<file path="config.mk">
export PLATFORM = sky130hd
export DESIGN_NAME = flba_ctrl
export DESIGN_NICKNAME = d
export VERILOG_FILES = /design/src/flba_pkg.sv /design/src/flba_ctrl.sv
export SDC_FILE = /design/constraint.sdc
export NUM_CORES = 1
export LEC_CHECK = 0
export ABC_AREA = 1
export BUFFER_PORTS_ARGS = -buffer_cell sky130_fd_sc_hd__buf_2
export CAP_MARGIN = 10
export CORE_MARGIN = 5
export CORE_UTILIZATION = 50
export CTS_BUF_LIST = sky130_fd_sc_hd__clkbuf_16
export DETAILED_ROUTE_END_ITERATION = 6
export PLACE_DENSITY = 0.85
export SYNTH_ARGS = -nofsm -noshare
export SYNTH_HDL_FRONTEND = slang
export SYNTH_SLANG_ARGS = --single-unit
</file>
<file path="constraint.sdc">
create_clock -name clk -period 1.9 [get_ports clk]
set_input_delay 0.095 -clock clk [delete_from_list [all_inputs] [get_ports clk]]
set_output_delay 0.095 -clock clk [all_outputs]
set_load 0.01 [all_outputs]
</file>
<file path="src/flba_pkg.sv">
// Types and codes shared by the free-list allocator modules.
`timescale 1ns / 1ps
package flba_pkg;

  localparam int HDR_BYTES = 4;

  typedef enum logic [1:0] {
    OP_ALLOC  = 2'd0,
    OP_FREE   = 2'd1,
    OP_QUERY  = 2'd2,
    OP_DEFRAG = 2'd3
  } op_t;

  typedef enum logic [1:0] {
    ST_OK   = 2'd0,
    ST_NONE = 2'd1,
    ST_FULL = 2'd2
  } status_t;

  // segment table read address source
  typedef enum logic [2:0] {
    RA_I    = 3'd0,
    RA_S    = 3'd1,
    RA_KP1  = 3'd2,
    RA_KM1  = 3'd3,
    RA_BEST = 3'd4
  } rsel_t;

  // segment table write source
  typedef enum logic [2:0] {
    WR_NONE   = 3'd0,
    WR_INIT   = 3'd1,
    WR_AT_K   = 3'd2,
    WR_MERGE  = 3'd3,
    WR_CARVE  = 3'd4,
    WR_HEAD   = 3'd5,
    WR_DEFRAG = 3'd6
  } wsel_t;

  typedef struct packed {
    logic    latch_in;
    logic    div1;
    logic    div2;
    logic    scan_clr;
    logic    i_inc;
    logic    best_upd;
    logic    rd_en;
    rsel_t   rsel;
    wsel_t   wsel;
    logic    blk_rd;
    logic    k_ld_i;
    logic    k_ld_cnt;
    logic    k_inc;
    logic    k_dec;
    logic    cnt_inc;
    logic    cnt_dec;
    logic    blk_from_rd;
    logic    blk_carve;
    logic    afin;
    logic    add_free;
    logic    s_clr;
    logic    s_inc;
    logic    s_ld;
    logic    st_set;
    status_t st_code;
    logic    out_load;
  } cmd_t;

  typedef struct packed {
    op_t  op;
    logic bad;
    logic i_lt_cnt;
    logic s_lt_cnt;
    logic k1_lt_cnt;
    logic k_nz;
    logic exact;
    logic better;
    logic fits;
    logic end_hit;
    logic df_hit;
    logic have;
    logic full;
    logic out_free;
  } sts_t;

endpackage

</file>
<file path="src/flba_ctrl.sv">
// Sequencer for the allocator: walks the free table for each operation.
`timescale 1ns / 1ps
module flba_ctrl (
  input  logic          clk,
  input  logic          rst_n,
  input  logic          in_valid,
  output logic          in_ready,
  input  flba_pkg::sts_t sts,
  output flba_pkg::cmd_t cmd
);
  import flba_pkg::*;

  typedef enum logic [18:0] {
    S_INIT  = 19'h00001,
    S_IDLE  = 19'h00002,
    S_DIV1  = 19'h00004,
    S_DIV2  = 19'h00008,
    S_FCHK  = 19'h00010,
    S_SRD   = 19'h00020,
    S_SEV   = 19'h00040,
    S_SEND  = 19'h00080,
    S_ABEV  = 19'h00100,
    S_AFIN  = 19'h00200,
    S_RMRD  = 19'h00400,
    S_RMWR  = 19'h00800,
    S_INSRD = 19'h01000,
    S_INSWR = 19'h02000,
    S_DSRD  = 19'h04000,
    S_DSEV  = 19'h08000,
    S_DFRD  = 19'h10000,
    S_DFEV  = 19'h20000,
    S_DONE  = 19'h40000
  } state_t;

  state_t state_r, state_nxt;

  always_ff @(posedge clk) begin
    if (!rst_n) begin
      state_r <= S_INIT;
    end else begin
      state_r <= state_nxt;
    end
  end

  assign in_ready = (state_r == S_IDLE);

  // next state and datapath commands
  always_comb begin
    cmd       = '0;
    state_nxt = state_r;
    case (state_r)
      S_INIT: begin
        cmd.wsel  = WR_INIT;
        state_nxt = S_IDLE;
      end
      S_IDLE: begin
        if (in_valid) begin
          cmd.latch_in = 1'b1;
          state_nxt    = S_DIV1;
        end
      end
      S_DIV1: begin
        cmd.div1  = 1'b1;
        state_nxt = S_DIV2;
      end
      S_DIV2: begin
        cmd.div2     = 1'b1;
        cmd.scan_clr = 1'b1;
        cmd.s_clr    = 1'b1;
        case (sts.op)
          OP_FREE:   state_nxt = S_FCHK;
          OP_DEFRAG: state_nxt = S_DSRD;
          default:   state_nxt = S_SRD;
        endcase
      end
      S_FCHK: begin
        // malformed address is dropped with status ok
        if (sts.bad) begin
          state_nxt = S_DONE;
        end else begin
          cmd.blk_rd = 1'b1;
          state_nxt  = S_SRD;
        end
      end
      S_SRD: begin
        if (sts.i_lt_cnt) begin
          cmd.rd_en = 1'b1;
          cmd.rsel  = RA_I;
          state_nxt = S_SEV;
        end else begin
          state_nxt = S_SEND;
        end
      end
      S_SEV: begin
        case (sts.op)
          OP_ALLOC: begin
            if (sts.exact) begin
              cmd.blk_from_rd = 1'b1;
              cmd.k_ld_i      = 1'b1;
              state_nxt       = S_RMRD;
            end else begin
              cmd.best_upd = sts.better;
              cmd.i_inc    = 1'b1;
              state_nxt    = S_SRD;
            end
          end
          OP_QUERY: begin
            if (sts.fits) begin
              state_nxt = S_DONE;
            end else begin
              cmd.i_inc = 1'b1;
              state_nxt = S_SRD;
            end
          end
          OP_FREE: begin
            if (sts.end_hit) begin
              cmd.wsel     = WR_MERGE;
              cmd.add_free = 1'b1;
              state_nxt    = S_DONE;
            end else begin
              cmd.i_inc = 1'b1;
              state_nxt = S_SRD;
            end
          end
          default: state_nxt = S_DONE;
        endcase
      end
      S_SEND: begin
        case (sts.op)
          OP_ALLOC: begin
            if (sts.have) begin
              cmd.rd_en = 1'b1;
              cmd.rsel  = RA_BEST;
              state_nxt = S_ABEV;
            end else begin
              cmd.st_set  = 1'b1;
              cmd.st_code = ST_NONE;
              state_nxt   = S_DONE;
            end
          end
          OP_FREE: begin
            if (sts.full) begin
              cmd.st_set  = 1'b1;
              cmd.st_code = ST_FULL;
              state_nxt   = S_DONE;
            end else begin
              cmd.k_ld_cnt = 1'b1;
              state_nxt    = S_INSRD;
            end
          end
          OP_QUERY: begin
            cmd.st_set  = 1'b1;
            cmd.st_code = ST_NONE;
            state_nxt   = S_DONE;
          end
          default: state_nxt = S_DONE;
        endcase
      end
      S_ABEV: begin
        cmd.wsel      = WR_CARVE;
        cmd.blk_carve = 1'b1;
        state_nxt     = S_AFIN;
      end
      S_AFIN: begin
        cmd.afin  = 1'b1;
        state_nxt = S_DONE;
      end
      // close the gap left by a removed entry
      S_RMRD: begin
        if (sts.k1_lt_cnt) begin
          cmd.rd_en = 1'b1;
          cmd.rsel  = RA_KP1;
          state_nxt = S_RMWR;
        end else begin
          cmd.cnt_dec = 1'b1;
          if (sts.op == OP_ALLOC) begin
            state_nxt = S_AFIN;
          end else begin
            cmd.s_clr = 1'b1;
            state_nxt = S_DSRD;
          end
        end
      end
      S_RMWR: begin
        cmd.wsel  = WR_AT_K;
        cmd.k_inc = 1'b1;
        state_nxt = S_RMRD;
      end
      // open a slot at the head
      S_INSRD: begin
        if (sts.k_nz) begin
          cmd.rd_en = 1'b1;
          cmd.rsel  = RA_KM1;
          state_nxt = S_INSWR;
        end else begin
          cmd.wsel     = WR_HEAD;
          cmd.cnt_inc  = 1'b1;
          cmd.add_free = 1'b1;
          state_nxt    = S_DONE;
        end
      end
      S_INSWR: begin
        cmd.wsel  = WR_AT_K;
        cmd.k_dec = 1'b1;
        state_nxt = S_INSRD;
      end
      // defragment: outer entry
      S_DSRD: begin
        if (sts.s_lt_cnt) begin
          cmd.rd_en = 1'b1;
          cmd.rsel  = RA_S;
          state_nxt = S_DSEV;
        end else begin
          state_nxt = S_DONE;
        end
      end
      S_DSEV: begin
        cmd.s_ld     = 1'b1;
        cmd.scan_clr = 1'b1;
        state_nxt    = S_DFRD;
      end
      // defragment: inner search for a follower
      S_DFRD: begin
        if (sts.i_lt_cnt) begin
          cmd.rd_en = 1'b1;
          cmd.rsel  = RA_I;
          state_nxt = S_DFEV;
        end else begin
          cmd.s_inc = 1'b1;
          state_nxt = S_DSRD;
        end
      end
      S_DFEV: begin
        if (sts.df_hit) begin
          cmd.wsel   = WR_DEFRAG;
          cmd.k_ld_i = 1'b1;
          state_nxt  = S_RMRD;
        end else begin
          cmd.i_inc = 1'b1;
          state_nxt = S_DFRD;
        end
      end
      S_DONE: begin
        if (sts.out_free) begin
          cmd.out_load = 1'b1;
          state_nxt    = S_IDLE;
        end
      end
      default: state_nxt = S_INIT;
    endcase
  end

endmodule

</file>
==> results of run 1 <==
layout make-up:
cell class              instances  share of cell area, %
multi-input cells             168                  44.70
repair buffers                 80                  24.22
flip-flops and latches         19                  17.58
inverters                      49                  8.203
clock buffers                   3                  3.348
well taps                      31                  1.730
clock inverters                 1                 0.2232
kinds of logic after synthesis:
logic type	after synthesis	synth area share, %
and+or+nand+nor	158	55.24
buffers and inverters	50	13.74
DFF	19	26.78
AOI/OAI and AO/OA	10	4.229
layer usage:
layer / wire length, um / vias up
met3: 647 / 63
met1: 2086 / 914
met4: 509 / 0
li1: - / 903
met2: 2906 / 165
met5: 0 / -
cells in the final DEF, fill, tap and decap left out, drive strengths merged, types with 2 or more instances in the layout:
master	Yosys	final
nand3b	2	2
inv	49	49
or2	2	2
clkbuf	0	4
nor2	62	62
nand3	26	26
nand4	5	5
nor3	15	15
a21oi	3	3
o21ai	4	4
buf	1	79
nor3b	2	2
dfxtp	19	19
nand2	43	43
final timing paths:
| kind | from | to | cells past startpoint |
|---|---|---|---|
| setup reg to reg | state_r[17] | state_r[15] | 12 |
| hold / removal | sts[11] | state_r[7] | 2 |
| setup / recovery | state_r[7] | cmd[24] | 11 |
| hold reg to reg | state_r[2] | state_r[4] | 4 |
critical path, delay by kind of cell, from the launching register on:
kind,cells,cell delay (ps)
and+or+nand+nor,8,890
buffers and inverters,3,360
DFF,1,340
report_power, final:
part / switching, mW / leakage [nW] / total (mW) / internal, mW
sequential: 0.0169 / 0.158 / 0.433 / 0.416
combinational: 0.258 / 1.08 / 0.459 / 0.201
clock: 0.170 / 0.0409 / 0.453 / 0.283
total: 0.445 / 1.28 / 1.35 / 0.901
timing repair:
item                       4_1_cts  5_1_grt
gates resized for setup          7       51
cloned                           0        1
pin swaps                        6       20
setup endpoints to repair       19       29
buffers inserted                 7       12
hold buffers                     0        0
==> impl_metrics.csv, run 1 <==
group,metric,value,unit
routing,vias_per_cell,5.826,
layout,fillCellCount,175,
routing,route.detailed.drc,0,
placed_design,placed_cell_area,0.001775,mm2
critical_path,r2r_setup_slack,20,ps
critical_path,worstPathArrival,1860,ps
placed_design,hpwl,3.547,mm
layout,nets,339,
synth,synthesis.area,0.001420,mm2
synth,avgSynthCellArea,5.992,um2
timing,relSlewSlack,78.01,%
timing,tightest_slew,327.4,ps
timing,fin_crit_sh,102.7,%
critical_path,slowest_stage,"dfxtp_1",
floorplanning,die-area,0.004006,mm2
synth,synth_ff_type,"dfxtp_1",
timing,rsz0062_at_grt,"true",
routing,antenna_left,0,
critical_path,cp-start-kind,"flip-flop",
synth,yosysSeqAreaShare,26.78,%
routing,num_vias,2045,
placed_design,port-buffer-count,49,
critical_path,crit_path_cell_trace,"nor2_2 -> nand2_2 -> nor2_4 -> nand3b_1 -> buf_4 -> inv_1 -> nand2_2 -> nand2_2 -> nor2_1 -> nand4_1 -> buf_2",
global_route,globalRouteMet1Util,27.08,%
global_route,grt_start_max_net_pins,13,
timing,fin_skew,3.515,ps
floorplanning,rows,19,
critical_path,end_kind,"primary output",
placed_design,pre_cts_slack,-40.21,ps
synth,synth_area_leader_cell,"dfxtp_1",
layout,largest-register,"state_r",
synth,synth_cells,237,
floorplanning,top_level_ports,50,
layout,final_area,0.002242,mm2
timing,timing.fmax,512.7,MHz
global_route,antenna_found_initial,0,
global_route,grt_overflow_total,0,
critical_path,crit_required,1800,ps
layout,multiInputGateArea,0.001002,mm2
layout,drive_gt1_share,47.19,%
timing,timing.final.ws_setup,-50.48,ps
outcome,outcome,"finished with violations",
global_route,grt_pass1_wl,7.838,mm
cts,clkTransAtPathRegs,50,ps
synth,synth_edf_count,0,
timing,fin_hold_ws,31.08,ps
timing,fin_setup_tns,-98.37,ps
layout,post-route-util,82.01,%
placed_design,dpl.cell_count,327,
cts,cts_buffers,3,
layout,syn2layout_area_growth,57.89,%
critical_path,crit_type,"reg -> out",
layout,diodes,0,
global_route,track_usage,24.06,%
routing,drt_iter0_drc,168,
power_and_ir_drop,power_density,600.1,mW/mm2
timing,setup_violations,5,
layout,largestRegisters,"state_r (19)",
floorplanning,die_h,63.30,um
power_and_ir_drop,ir_drop,0.8094,mV
timing,finalCriticalPeriod,1950,ps
routing,firstDrtPassIters,5,
critical_path,cp_slowest_stage_delay,340,ps
synth,synth_common_cells,"inv_1, nor2_1, nand2_1",
synth,ys_seq_elements,19,
global_route,grt_pass1_vias,1805,
placed_design,place_congestion,0.9625,
global_route,met3_usage,5.329,%
timing,drv_slew,0,
synth,ys_top_cells_by_area,"dfxtp_1, inv_1, nor2_1, nand2_1, nand3_1",
power_and_ir_drop,p_leak,1.279,nW
synth,ys_types,22,
floorplanning,start_util,51.95,%
cts,cts.htree.levels,1,
worst_hold_path,hold_path_class,"in -> reg",
floorplanning,coreArea,0.002734,mm2
cts,cts-root-buf,"clkbuf_16",
layout,final-seq-area,394.1,um2
timing,hold_violations,0,
critical_path,cp_max_fo,5,
routing,finalWirelength,6.150,mm
synth,ys_warn_count,0,
job,drv_cap,0,
global_route,busiest_layer,"met2",
outcome,violations,"setup timing",
floorplanning,die_x,63.30,um
power_and_ir_drop,total_power,1.346,mW
critical_path,critPathMostFrequentCell,"nand2_2",
cts,cts.sink_count,19,
layout,layoutNonFillerInstCount,351,
synth,synthesis.nets,255,
layout,largest_reg_flops,19,
cts,insertion_delay,260,ps
synth,synth_top_area_share,26.78,%
cts,tritoncts,"done",
global_route,use_met2,41.41,%
synth,ys_async_sr_fraction,0,%
cts,clk_path_buf_depth,2,
synth,yosysMostFrequentCell,"inv_1",
routing,wl_per_cell,17.52,um
(Power assumes the default switching activity.)
==> run 2: changes to the inputs <==
Settings changed: MAX_ROUTING_LAYER set to met4, SKIP_CTS_REPAIR_TIMING set to 1.
==> run 2 against run 1 <==
The run still ends with setup timing left. First-iteration DRC count rose by 5.4%. Hold slack improved by 19 ps. Wire length fell by 1.1%. Final cell count fell by 0.85%. Design area fell by 4.0%. Flip-flop and latch count did not move. Critical path type unchanged. Largest cell class unchanged.
==> impl_metrics.csv, run 2 (synthesis results as in run 1) <==
group,metric,value,unit
outcome,outcome,"finished with violations",
outcome,violations,"setup timing",
critical_path,r2r-start,"state_r[2]",
global_route,grt_pass1_vias,1672,
floorplanning,die-area,0.004006,mm2
cts,insertion_delay,260,ps
layout,syn2layout_area_growth,51.63,%
critical_path,critPathTopFamily,"simple AND/OR/NAND/NOR gates",
cts,clk_path_buf_depth,2,
critical_path,r2r_setup_slack,-90,ps
floorplanning,coreArea,0.002734,mm2
routing,finalWirelength,6.085,mm
timing,fin_setup_tns,-967.4,ps
global_route,use_met2,40.77,%
global_route,globalRouteMet1Util,25.81,%
global_route,antenna_found_initial,0,
placed_design,dpl.cell_count,326,
floorplanning,rows,19,
critical_path,cp-start-kind,"flip-flop",
layout,nets,336,
timing,fin_hold_ws,50.02,ps
cts,clkTransAtPathRegs,60,ps
routing,drt_iter0_drc,177,
critical_path,worstPathArrival,1910,ps
placed_design,port-buffer-count,49,
critical_path,slowest_stage,"dfxtp_1",
critical_path,critPathMostFrequentCell,"nand2_2",
layout,drive_gt1_share,42.90,%
layout,layoutNonFillerInstCount,348,
critical_path,crit_path_cell_trace,"nor2_2 -> nand2_2 -> nor2_4 -> nand3b_1 -> buf_4 -> inv_1 -> nand2_1 -> nand2_2 -> nor2_1 -> nand4_1 -> buf_2",
global_route,grt_overflow_total,0,
timing,rsz0062_at_grt,"true",
power_and_ir_drop,p_leak,1.235,nW
global_route,grt_start_max_net_pins,13,
layout,post-route-util,78.76,%
global_route,grt_pass1_wl,7.279,mm
cts,cts_buffers,3,
floorplanning,die_h,63.30,um
placed_design,hpwl,3.629,mm
placed_design,pre_cts_slack,-53.29,ps
routing,firstDrtPassIters,5,
cts,cts-root-buf,"clkbuf_16",
worst_hold_path,hold_path_class,"in -> reg",
power_and_ir_drop,power_density,610.9,mW/mm2
timing,drv_slew,0,
floorplanning,start_util,51.95,%
placed_design,placed_cell_area,0.001768,mm2
layout,multiInputGateArea,977.2,um2
global_route,met3_usage,2.664,%
critical_path,startpoint,"state_r[2]",
global_route,track_usage,23.13,%
layout,largestRegisters,"state_r (19)",
cts,cts.sink_count,19,
timing,timing.final.ws_setup,-109.9,ps
power_and_ir_drop,ir_drop,0.6037,mV
global_route,busiest_layer,"met2",
placed_design,place_congestion,0.9548,
layout,diodes,0,
routing,antenna_left,0,
power_and_ir_drop,total_power,1.315,mW
timing,fin_skew,4.766,ps
cts,tritoncts,"done",
critical_path,crit_type,"reg -> out",
floorplanning,top_level_ports,50,
cts,cts.htree.levels,1,
routing,route.detailed.drc,0,
routing,vias_per_cell,5.753,
layout,final_area,0.002153,mm2
layout,largest-register,"state_r",
floorplanning,die_x,63.30,um
layout,final-seq-area,387.9,um2
timing,setup_violations,21,
timing,timing.fmax,497.5,MHz
timing,fin_crit_sh,105.8,%
critical_path,cp_slowest_stage_delay,360,ps
layout,layout_common_cells,"inv_1, buf_2, nand2_1",
routing,num_vias,2002,
layout,largest_reg_flops,19,
critical_path,cp_max_fo,4,
critical_path,critPathBufInv,3,
timing,relSlewSlack,75.72,%
timing,tightest_slew,361.4,ps
routing,wl_per_cell,17.49,um
layout,fillCellCount,179,
critical_path,end_kind,"primary output",
worst_hold_path,hp-start,"sts[11]",
job,drv_cap,0,
timing,hold_violations,0,
critical_path,crit_required,1800,ps
timing,finalCriticalPeriod,2010,ps
-- run 2: worst register-to-register path, cell delays in order, from the launching register on --
cell	delay [ps]
dfxtp_1	360
nor2_2	150
nand2_2	120
buf_4	170
nor2_2	220
nand3_1	210
nand2_1	140
nor2_1	50
nand3_1	120
o21bai_4	110
buf_12	150
nor2_1	130
-- run 2: where the power goes --
part | total, mW | leakage, nW | internal (mW) | switching, mW
Clock | 0.441 | 0.0423 | 0.281 | 0.161
Sequential | 0.424 | 0.157 | 0.413 | 0.0113
Combinational | 0.450 | 1.04 | 0.187 | 0.263
-- run 2: final timing paths --
check               endpoint  depth (start not counted)
hold reg to reg   state_r[7]                          5
setup reg to reg  state_r[9]                         11
setup / recovery     cmd[24]                         11
hold / removal    state_r[7]                          2
-- run 2: area by class of cell --
cell class                 count  share of cell area, %
tap                           31                  1.801
multi-input combinational    169                  45.38
clock buffer                   3                  3.486
clock inverter                 1                 0.1743
inverter                      49                  8.542
timing repair buffer          76                  22.60
sequential                    19                  18.01
-- run 2: metal layers --
metal | vias up | wire (um)
met5 | - | 0
met4 | 0 | 375
met3 | 48 | 593
met2 | 177 | 2990
met1 | 879 | 2126
li1 | 898 | -
